===== config.mk =====
export PLATFORM = sky130hd
export DESIGN_NAME = sha256_stream_hasher
export DESIGN_NICKNAME = d
export VERILOG_FILES = /design/src/sha256_pkg.sv /design/src/sha256_datapath.sv /design/src/sha256_controller.sv /design/src/sha256_stream_hasher.sv
export SDC_FILE = /design/constraint.sdc
export NUM_CORES = 2
export LEC_CHECK = 0
export ABC_AREA = 0
export BUFFER_PORTS_ARGS = -buffer_cell sky130_fd_sc_hd__clkbuf_2
export CORE_MARGIN = 1.5
export CORE_UTILIZATION = 55
export DETAILED_ROUTE_END_ITERATION = 8
export PLACE_DENSITY = 0.78
export SLEW_MARGIN = 10
export SYNTH_ARGS = -nofsm -noshare
export SYNTH_HDL_FRONTEND = slang
export SYNTH_SLANG_ARGS = --single-unit
export TNS_END_PERCENT = 5

===== constraint.sdc =====
create_clock -name clock -period 21.2 [get_ports clock]
set_clock_uncertainty 0.1 [all_clocks]
set_input_delay 4.24 -clock clock [delete_from_list [all_inputs] [get_ports clock]]
set_output_delay 4.24 -clock clock [all_outputs]
set_load 0.02 [all_outputs]

===== src/sha256_pkg.sv =====
// SHA-256 stream hasher: shared types, constants and the rotate function.
// No dependencies.

package sha256_pkg;

   localparam int unsigned DigestWords = 8;
   localparam int unsigned BlockBytes  = 64;
   localparam int unsigned Rounds      = 64;

   typedef struct packed {
      logic [7:0] data_byte;
      logic       byte_present;
      logic       end_of_message;
   } req_type;

   typedef struct packed {
      logic [31:0] digest_word;
      logic [2:0]  word_index;
      logic        last_word;
   } rsp_type;

   // controller to datapath
   typedef struct packed {
      logic        load_byte;   // write req byte at fill position, count it
      logic        load_pad;    // write pad byte at pad position
      logic [7:0]  pad_byte;
      logic [5:0]  pad_pos;
      logic        comp_start;  // copy hash into working vars
      logic        comp_round;  // run one round
      logic [5:0]  round_idx;
      logic        comp_final;  // add working vars into hash
      logic        restart;     // back to initial hash, zero count and fill
   } dp_cmd_type;

   typedef struct packed {
      logic [5:0]  fill;
      logic [63:0] bit_count;
   } dp_status_type;

   typedef logic [31:0] word_type;

   localparam logic [7:0] PadMarker = 8'h80;
   localparam logic [5:0] LenPos    = 6'd56;

   localparam word_type InitHash [DigestWords] = '{
      32'h6a09e667, 32'hbb67ae85, 32'h3c6ef372, 32'ha54ff53a,
      32'h510e527f, 32'h9b05688c, 32'h1f83d9ab, 32'h5be0cd19
   };

   localparam word_type RoundConst [Rounds] = '{
      32'h428a2f98, 32'h71374491, 32'hb5c0fbcf, 32'he9b5dba5, 32'h3956c25b, 32'h59f111f1,
      32'h923f82a4, 32'hab1c5ed5, 32'hd807aa98, 32'h12835b01, 32'h243185be, 32'h550c7dc3,
      32'h72be5d74, 32'h80deb1fe, 32'h9bdc06a7, 32'hc19bf174, 32'he49b69c1, 32'hefbe4786,
      32'h0fc19dc6, 32'h240ca1cc, 32'h2de92c6f, 32'h4a7484aa, 32'h5cb0a9dc, 32'h76f988da,
      32'h983e5152, 32'ha831c66d, 32'hb00327c8, 32'hbf597fc7, 32'hc6e00bf3, 32'hd5a79147,
      32'h06ca6351, 32'h14292967, 32'h27b70a85, 32'h2e1b2138, 32'h4d2c6dfc, 32'h53380d13,
      32'h650a7354, 32'h766a0abb, 32'h81c2c92e, 32'h92722c85, 32'ha2bfe8a1, 32'ha81a664b,
      32'hc24b8b70, 32'hc76c51a3, 32'hd192e819, 32'hd6990624, 32'hf40e3585, 32'h106aa070,
      32'h19a4c116, 32'h1e376c08, 32'h2748774c, 32'h34b0bcb5, 32'h391c0cb3, 32'h4ed8aa4a,
      32'h5b9cca4f, 32'h682e6ff3, 32'h748f82ee, 32'h78a5636f, 32'h84c87814, 32'h8cc70208,
      32'h90befffa, 32'ha4506ceb, 32'hbef9a3f7, 32'hc67178f2
   };

   function automatic word_type rotr(input word_type x, input int unsigned n);
      rotr = (x >> n) | (x << (32 - n));
   endfunction

endpackage


===== src/sha256_datapath.sv =====
// SHA-256 datapath: block buffer, message schedule, one round per cycle,
// hash and bit count. Depends on sha256_pkg.

module sha256_datapath (
   input  logic                      clock,
   input  logic                      reset,
   input  sha256_pkg::req_type       req_data,
   input  sha256_pkg::dp_cmd_type    cmd,
   input  logic [2:0]                out_idx,
   output sha256_pkg::dp_status_type status,
   output sha256_pkg::word_type      out_word
);

   // block held as sixteen big-endian words, bytes written into their lanes
   sha256_pkg::word_type block_ff [sha256_pkg::BlockBytes / 4];
   sha256_pkg::word_type sched_ff [16];
   sha256_pkg::word_type wv_ff    [8];
   sha256_pkg::word_type hash_ff  [8];
   logic [63:0]          count_ff, count_in;
   logic [5:0]           fill_ff, fill_in;

   sha256_pkg::word_type w, a2, a15, s0, s1, ch, maj, t1, t2;
   logic [3:0] ri;
   logic [5:0] wr_pos;
   logic [7:0] wr_byte;

   assign ri = cmd.round_idx[3:0];
   assign a2  = sched_ff[4'(ri - 4'd2)];
   assign a15 = sched_ff[4'(ri - 4'd15)];
   assign wr_pos  = cmd.load_byte ? fill_ff : cmd.pad_pos;
   assign wr_byte = cmd.load_byte ? req_data.data_byte : cmd.pad_byte;

   always_comb begin
      if (cmd.round_idx < 6'd16) begin
         w = block_ff[ri];
      end else begin
         w = (sha256_pkg::rotr(a2, 17) ^ sha256_pkg::rotr(a2, 19) ^ (a2 >> 10))
           + sched_ff[4'(ri - 4'd7)]
           + (sha256_pkg::rotr(a15, 7) ^ sha256_pkg::rotr(a15, 18) ^ (a15 >> 3))
           + sched_ff[ri];
      end
      s1  = sha256_pkg::rotr(wv_ff[4], 6) ^ sha256_pkg::rotr(wv_ff[4], 11)
          ^ sha256_pkg::rotr(wv_ff[4], 25);
      ch  = (wv_ff[4] & wv_ff[5]) ^ (~wv_ff[4] & wv_ff[6]);
      t1  = wv_ff[7] + s1 + ch + sha256_pkg::RoundConst[cmd.round_idx] + w;
      s0  = sha256_pkg::rotr(wv_ff[0], 2) ^ sha256_pkg::rotr(wv_ff[0], 13)
          ^ sha256_pkg::rotr(wv_ff[0], 22);
      maj = (wv_ff[0] & wv_ff[1]) ^ (wv_ff[0] & wv_ff[2]) ^ (wv_ff[1] & wv_ff[2]);
      t2  = s0 + maj;
   end

   always_comb begin
      count_in = count_ff;
      fill_in  = fill_ff;
      if (cmd.restart) begin
         count_in = '0;
         fill_in  = '0;
      end else if (cmd.load_byte) begin
         count_in = count_ff + 64'd8;
         fill_in  = fill_ff + 6'd1;
      end
   end

   always_ff @(posedge clock) begin
      if (reset) begin
         count_ff <= '0;
         fill_ff  <= '0;
         for (int i = 0; i < 8; i++) hash_ff[i] <= sha256_pkg::InitHash[i];
      end else begin
         count_ff <= count_in;
         fill_ff  <= fill_in;
         if (cmd.restart) begin
            for (int i = 0; i < 8; i++) hash_ff[i] <= sha256_pkg::InitHash[i];
         end else if (cmd.comp_final) begin
            for (int i = 0; i < 8; i++) hash_ff[i] <= hash_ff[i] + wv_ff[i];
         end
      end
   end

   always_ff @(posedge clock) begin
      if (cmd.load_byte || cmd.load_pad) begin
         block_ff[wr_pos[5:2]][{2'(2'd3 - wr_pos[1:0]), 3'b000} +: 8] <= wr_byte;
      end
      if (cmd.comp_start) begin
         for (int i = 0; i < 8; i++) wv_ff[i] <= hash_ff[i];
      end else if (cmd.comp_round) begin
         sched_ff[ri] <= w;
         wv_ff[7] <= wv_ff[6];
         wv_ff[6] <= wv_ff[5];
         wv_ff[5] <= wv_ff[4];
         wv_ff[4] <= wv_ff[3] + t1;
         wv_ff[3] <= wv_ff[2];
         wv_ff[2] <= wv_ff[1];
         wv_ff[1] <= wv_ff[0];
         wv_ff[0] <= t1 + t2;
      end
   end

   assign status.fill      = fill_ff;
   assign status.bit_count = count_ff;
   assign out_word         = hash_ff[out_idx];

endmodule


===== src/sha256_controller.sv =====
// SHA-256 controller: request intake, padding sequence, round sequencing,
// digest readout. Depends on sha256_pkg.

module sha256_controller (
   input  logic                      clock,
   input  logic                      reset,
   input  logic                      req_valid,
   output logic                      req_ready,
   input  sha256_pkg::req_type       req_data,
   output logic                      rsp_valid,
   input  logic                      rsp_ready,
   input  sha256_pkg::dp_status_type status,
   output sha256_pkg::dp_cmd_type    cmd,
   output logic [2:0]                out_idx
);

   typedef enum logic [5:0] {
      ST_IDLE  = 6'b000001,
      ST_BLKGO = 6'b000010,
      ST_ROUND = 6'b000100,
      ST_FINAL = 6'b001000,
      ST_PAD   = 6'b010000,
      ST_EMIT  = 6'b100000
   } state_type;

   state_type  state_ff, state_in;
   logic [5:0] round_ff, round_in;
   logic [5:0] pos_ff, pos_in;           // next pad byte position
   logic       ending_ff, ending_in;     // padding in progress
   logic       marker_ff, marker_in;     // 0x80 already written
   logic       len_here_ff, len_here_in; // length goes into the block being padded
   logic       len_done_ff, len_done_in; // last compressed block held the length
   logic [2:0] idx_ff, idx_in;

   assign out_idx = idx_ff;

   always_comb begin
      state_in    = state_ff;
      round_in    = round_ff;
      pos_in      = pos_ff;
      ending_in   = ending_ff;
      marker_in   = marker_ff;
      len_here_in = len_here_ff;
      len_done_in = len_done_ff;
      idx_in      = idx_ff;
      req_ready   = 1'b0;
      rsp_valid   = 1'b0;
      cmd         = '0;
      cmd.round_idx = round_ff;
      cmd.pad_pos   = pos_ff;
      cmd.pad_byte  = 8'h00;
      case (state_ff)
         ST_IDLE: begin
            req_ready = 1'b1;
            if (req_valid) begin
               cmd.load_byte = req_data.byte_present;
               ending_in   = req_data.end_of_message;
               marker_in   = 1'b0;
               len_here_in = 1'b0;
               len_done_in = 1'b0;
               pos_in = req_data.byte_present ? 6'(status.fill + 6'd1) : status.fill;
               if (req_data.byte_present && status.fill == 6'd63) begin
                  state_in = ST_BLKGO;
               end else if (req_data.end_of_message) begin
                  state_in = ST_PAD;
               end
            end
         end
         ST_BLKGO: begin
            cmd.comp_start = 1'b1;
            round_in = '0;
            state_in = ST_ROUND;
         end
         ST_ROUND: begin
            cmd.comp_round = 1'b1;
            round_in = 6'(round_ff + 6'd1);
            if (round_ff == 6'd63) state_in = ST_FINAL;
         end
         ST_FINAL: begin
            cmd.comp_final = 1'b1;
            if (!ending_ff) state_in = ST_IDLE;
            else if (len_done_ff) state_in = ST_EMIT;
            else state_in = ST_PAD;
         end
         ST_PAD: begin
            cmd.load_pad = 1'b1;
            if (!marker_ff) begin
               cmd.pad_byte = sha256_pkg::PadMarker;
               marker_in   = 1'b1;
               len_here_in = pos_ff < sha256_pkg::LenPos;
            end else if (len_here_ff && pos_ff >= sha256_pkg::LenPos) begin
               cmd.pad_byte = status.bit_count[{3'(3'd7 - pos_ff[2:0]), 3'b000} +: 8];
            end
            pos_in = 6'(pos_ff + 6'd1);
            if (pos_ff == 6'd63) begin
               // a following block always carries the length
               len_done_in = marker_ff && len_here_ff;
               len_here_in = 1'b1;
               state_in    = ST_BLKGO;
            end
         end
         ST_EMIT: begin
            rsp_valid = 1'b1;
            if (rsp_ready) begin
               idx_in = 3'(idx_ff + 3'd1);
               if (idx_ff == 3'd7) begin
                  cmd.restart = 1'b1;
                  ending_in   = 1'b0;
                  state_in    = ST_IDLE;
               end
            end
         end
         default: state_in = ST_IDLE;
      endcase
   end

   always_ff @(posedge clock) begin
      if (reset) begin
         state_ff    <= ST_IDLE;
         round_ff    <= '0;
         pos_ff      <= '0;
         ending_ff   <= 1'b0;
         marker_ff   <= 1'b0;
         len_here_ff <= 1'b0;
         len_done_ff <= 1'b0;
         idx_ff      <= '0;
      end else begin
         state_ff    <= state_in;
         round_ff    <= round_in;
         pos_ff      <= pos_in;
         ending_ff   <= ending_in;
         marker_ff   <= marker_in;
         len_here_ff <= len_here_in;
         len_done_ff <= len_done_in;
         idx_ff      <= idx_in;
      end
   end

endmodule


===== src/sha256_stream_hasher.sv =====
// SHA-256 stream hasher top level: controller plus datapath.
// Depends on sha256_pkg, sha256_controller, sha256_datapath.
//
//   channel  direction  payload              handshake
//   req      in         req_type (one byte)  req_valid / req_ready
//   rsp      out        rsp_type (one word)  rsp_valid / rsp_ready
//
// A byte request is written into the block as it is taken; the 64th byte of a
// block then runs the load, 64 rounds at one per cycle and the hash update
// before the next request is taken. An end request pads one byte per cycle
// and runs one or two blocks before the first digest word, then eight words.
// Synchronous active-high reset restores the initial hash and zero count.
// A stalled rsp holds the current word; no request is taken until all
// eight words have gone out.

module sha256_stream_hasher (
   input  logic                clock,
   input  logic                reset,
   input  logic                req_valid,
   output logic                req_ready,
   input  sha256_pkg::req_type req_data,
   output logic                rsp_valid,
   input  logic                rsp_ready,
   output sha256_pkg::rsp_type rsp_data
);

   sha256_pkg::dp_cmd_type    cmd;
   sha256_pkg::dp_status_type status;
   sha256_pkg::word_type      word;
   logic [2:0]                idx;

   sha256_controller u_ctrl (
      .clock, .reset, .req_valid, .req_ready, .req_data,
      .rsp_valid, .rsp_ready, .status, .cmd, .out_idx(idx)
   );

   sha256_datapath u_dp (
      .clock, .reset, .req_data, .cmd, .out_idx(idx), .status, .out_word(word)
   );

   assign rsp_data.digest_word = word;
   assign rsp_data.word_index  = idx;
   assign rsp_data.last_word   = (idx == 3'd7);

endmodule

; Word level (Yosys, flattened, before mapping)
; Memory sizes are Yosys's and may differ from the RTL's. A register that Yosys moved wholly into a read port is not among the register bits.
; Cells that the tools add are included.
[word_totals]
regBits = 95
mem_bits_rw = 1536
romBits = 2048
inputBits = 14
output_inout_bits = 38
word_cells = 223
mem_count = 5
[memory_table]
columns = memory, depth, word_bits, read_ports, rd_clocked_by_memory_dff, wr, line
row1 = (no name shown), 64, 32, 1, 0, 0, sha256_datapath.sv:45  ; t1 = wv_ff[7] + s1 + ch + sha256_pkg::RoundConst[cmd.round_idx] + w;
row2 = u_dp.block_ff, 16, 32, 1, 1, 1, sha256_datapath.sv:15  ; sha256_pkg::word_type block_ff [sha256_pkg::BlockBytes / 4];
row3 = u_dp.sched_ff, 16, 32, 4, 1, 1, sha256_datapath.sv:16  ; sha256_pkg::word_type sched_ff [16];
row4 = u_dp.hash_ff, 8, 32, 9, 1, 8, sha256_datapath.sv:18  ; sha256_pkg::word_type hash_ff [8];
row5 = u_dp.wv_ff, 8, 32, 8, 0, 8, sha256_datapath.sv:17  ; sha256_pkg::word_type wv_ff [8];
[classes]
addsub = 29
magnitude_cmp = 4
eq_ne = 17
n_shift = 3
n_mux = 89
bitwise_logic = 52
n_reduce_logical = 14
[op_table]
columns = cell, n
row1 = $mux W32, 28
row2 = $add A32 B32 Y32, 18
row3 = $xor A32 B32 Y32, 9
row4 = $and A32 B32 Y32, 5
row5 = $mux W6, 12
row6 = $add A64 B4 Y64 const B, 1
row7 = $shiftx A64 B7 Y8, 1
row8 = $pmux W6 S6, 1
row9 = $mux W1, 32
row10 = $not A32 Y32, 1
row11 = $or A10 B32 Y32, 1
row12 = $or A13 B32 Y32, 1
row13 = $or A14 B32 Y32, 1
row14 = $or A15 B32 Y32, 1
row15 = $or A19 B32 Y32, 1
row16 = $or A21 B32 Y32, 1
row17 = $or A25 B32 Y32, 1
row18 = $or A26 B32 Y32, 1
row19 = $or A30 B32 Y32, 1
row20 = $or A7 B32 Y32, 1
row21 = $shift A8 B7 Y32 const A, 1
row22 = $shiftx A8 B7 Y32, 1
row23 = $xor A32 B22 Y32, 1
row24 = $xor A32 B29 Y32, 1
row25 = other kinds (39), 86

; Logic depth before layout (Yosys ltp)
; An unclocked memory read counts as a cell.
[depth]
ltp_word = 12
mapped_depth = 59
mapped_depth_nobuf = 51

; Modules after synthesis
; Synthesis repeated with hierarchy kept, for this count alone.
[hier_totals]
cells_unflattened = 8570
hier_area_um2 = 101587.4
[by_module_without_submodules]
columns = module, instances, cells_per_inst, area_per_inst_um2
row1 = sha256_datapath, 1, 8341, 99683.1
row2 = sha256_controller, 1, 228, 1898.1
row3 = sha256_stream_hasher, 1, 1, 6.3

; Worst setup path before layout
; OpenSTA, ideal clock, no wires.
[synth_path]
path_type = register -> register
start = reg u_ctrl.round_ff[1]
end = mem u_dp.wv_ff[0][29] in the netlist's numbering (data pin)
setup_time_ps = 267
t_arrival_ps = 12993
setup_slack_ps = 7840
stages_incl_launch_ff = 52
n_path_buf = 10
period_less_slack_ps = 13360
path_cell_list = dfxtp_1 -> clkbuf_1 -> buf_1 -> buf_1 -> clkbuf_1 -> buf_2 -> inv_1 -> ha_1 -> buf_2 -> buf_2 -> buf_1 -> clkbuf_1 -> clkbuf_1 -> mux4_2 -> mux4_2 -> xnor2_1 -> fa_1 -> fa_1 -> [... 16 more ...] -> o31ai_1 -> o311ai_0 -> nor2b_1 -> xnor2_1 -> inv_1 -> fa_1 -> inv_1 -> ha_1 -> a21o_1 -> a21o_1 -> a21oi_1 -> a31oi_1 -> o21ai_0 -> o21ai_0 -> a21o_1 -> a21oi_1 -> xor2_1 -> o21ai_0
[synth_lines]
columns = element, line
row1 = "start, declared", sha256_controller.sv:27  ; logic [5:0] round_ff, round_in;
row2 = "start signal, assigned", sha256_controller.sv:129  ; round_ff <= round_in;
row3 = "end, declared", sha256_datapath.sv:17

==> results.cfg <==
[finish]
layout_overhead_on_the_synthesized_area_pct = 8.36
final_cell_mix = sky130_fd_sc_hd__edfxtp_1, sky130_fd_sc_hd__nand2_1, sky130_fd_sc_hd__mux4_2, sky130_fd_sc_hd__nor2_1, sky130_fd_sc_hd__inv_1
layout_commonest_cell = sky130_fd_sc_hd__edfxtp_1
fillCellCount = 13700
final-instance-count-excl-fill = 10600
nNetsFinal = 8580
final_layout_size_suffix_gt1_frac = 0.159

[cts]
postCtsHoldBufs = 0
cts.reportedPaths.clkPinSlew_ns = 0.06
cts_tree = built
postCtsSetupRepairBufs = 0
cts_htree_levels = 4
cts-root-buf = sky130_fd_sc_hd__clkbuf_16
clk_latency_ns = 0.88
cts_max_path_buffers = 3
cts_repair_resize_count = 0
clock_sinks = 1635
cts-buffers-inserted = 174

[hold_path]
classification_of_the_worst_slack_hold_path = flip-flop to flip-flop

[logic_synthesis]
ffs_w_async_s_r_synth = 0
synth_sequential_area_ratio = 0.471
total_number_of_yosys_warnings = 0
synthCells = 8064
synth-seq-cells = 1635
synthesis.area_per_instance_um2 = 12.6
synth_cell_type_count = 84
postSynthNetCount = 8685
netlist_area_mm2 = 0.102
ys_dominant_reg_cell = sky130_fd_sc_hd__edfxtp_1
synth_enable_flop_cells = 1504

[floorplanning]
design.die.area_mm2 = 0.187
fp.coreArea_mm2 = 0.183
dieHeight_um = 433
floorplan.rows = 157
die-width_um = 433
top_level_ports = 52
start_util = 0.554

[global_route]
grt.total_usage = 0.334
grt_use_met3 = 0.0800
globalRouteOverflowTotal = 0
grt_pass1_wl_um = 459000
grt_pass1_vias = 69900
grt_max_degree = 141
antenna_violations_before_repair = 12
use_met2 = 0.516
use_met1 = 0.442
layer_carrying_the_most_global_route_usage = met2

[detailed_routing]
wl_per_cell_um = 29.6
routed-via-count = 71500
drt-total-wl_um = 312000
via_per_inst = 6.77
drt_pass1_iterations = 7
antenna_violating_nets_left = 0
drt_iter0_markers = 9867
route.detailed.drc = 0

[outcome]
status = finished, final reports clean

[timing]
hold_viol_final = 0
rsz0062_at_grt = no
final_max_slew_viol_count = 0
fmax_mhz = 65.8
finalSetupViolCount = 0
min_period_over_period = 0.717
layout_min_cycle_time_ns = 15.20
worst_pin_slew_ns = 1.23
setup_tns_ns = 0
slew_headroom = 0.179

[place]
finalWeightedCongestion = 0.988
post-dp-hpwl_um = 214000
placement.io_buffers = 51
numPlacedInstances = 10200

[worst_setup_path]
timing.critical_path.to_type = flip-flop
cp_slowest_cell = sky130_fd_sc_hd__o311ai_0
crit_fanout = 128
critPathRequiredTime_ns = 21.67
worst-setup-path-type = flip-flop to flip-flop
critical-path-max-stage-delay_ns = 0.84
crit_path_frequent_cell = sky130_fd_sc_hd__fa_1
setup.worst_path.start_class = flip-flop
crit_arrival_ns = 15.67

[power_and_ir_drop]
power_per_cell_area_mw_per_mm2 = 71.0
power_leakage_nw = 38.7
ir_worst_vdd_mv = 0.0768

[run]
drv.max_cap_violation_count = 0
[per-stage QoR]
step	worst slack, ns	power, mW	instance area [um^2]	utilization	hold WS (ns)
floorplan	7.84	4.40	102000	-	0.350
global placement	6.27	4.66	104000	0.568	0.375
detailed placement	6.28	4.69	104000	0.568	0.383
CTS	6.23	7.79	110000	0.600	0.398
global route	4.92	8.03	110000	0.600	0.417
finish	6.00	7.81	110000	0.600	0.398
[path summary, 6_finish.rpt]
check	from	slack, ns	cells past startpoint	endpoint
hold / removal	u_dp.hash_ff[0][17]	0.40	2	u_dp.hash_ff[0][17]
hold reg to reg	u_dp.hash_ff[0][17]	0.40	2	u_dp.hash_ff[0][17]
setup / recovery	u_ctrl.round_ff[0]	6.00	47	u_dp.wv_ff[0][31]
setup reg to reg	u_ctrl.round_ff[0]	6.00	47	u_dp.wv_ff[0][31]
[power breakdown]
group,switching [mW],internal [mW],leakage [nW],total (mW)
clock,1.38,1.77,2.82,3.16
combinational,0.673,0.410,21.3,1.08
sequential,0.0348,3.54,14.6,3.58
total,2.09,5.72,38.7,7.81
[registers in the layout, summed over array words and instances (netlist names), 3 cells and up, named ones only]
name,count
u_dp.count_ff,61
u_dp.hash_ff,256
u_ctrl.out_idx,3
u_ctrl.pos_ff,6
u_dp.fill_ff,6
u_ctrl.state_ff,6
u_ctrl.round_ff,6
u_dp.sched_ff,512
u_dp.block_ff,512
u_dp.wv_ff,256
[worst max-delay path, delay by kind of cell, from the launching register on]
family,cells,cell delay (ns)
adders and majority gates,10,4.02
DFF,1,0.60
and+or+nand+nor,8,1.09
buffers and inverters,7,1.95
AOI/OAI and AO/OA,14,3.95
xor gates and xnor gates,5,1.14
muxes,3,1.62
[layer usage]
metal  vias to the layer above  part of all wire
met2                      5020              0.46
met4                        12             0.059
met1                     35600              0.36
met5                         -           0.00023
met3                       870              0.12
li1                      30000                 -
[area by class of cell]
type                    instances  area [um^2]  area share
inverters                     442         1670      0.0152
clock inverters               115         1320      0.0120
clock buffers                 205         4500      0.0409
repair buffers                151         1030     0.00937
flip-flops and latches       1635        47800       0.435
multi-input cells            5555        50600       0.460
well taps                    2464         3080      0.0280
diodes                          1         2.50   0.0000228
[logic make-up (layout without fill, tap and decap cells)]
logic type / count (synthesis) / after routing / share of synthesized area
flops: 1635 / 1635 / 0.471
other cells: 0 / 1 / 0
buf+inv: 874 / 913 / 0.0328
mux: 855 / 855 / 0.178
xor+xnor: 620 / 620 / 0.0541
fa+ha+maj: 612 / 612 / 0.0897
simple gates: 2110 / 2110 / 0.0909
compound gates: 1358 / 1358 / 0.0833
[cell usage after synthesis (all sizes together) (131+ instances only)]
library cell  count  area (um^2)
a21o            192         1440
a21oi           378         1900
clkbuf          330         1240
dfxtp           131         2620
edfxtp         1504        45200
fa              195         3900
ha              412         5150
inv             442         1660
mux4            757        17100
nand2          1047         3930
nor2            476         1790
o21ai           375         1880
xnor2           366         3250
xor2            253         2220
(Power assumes the default switching activity.)
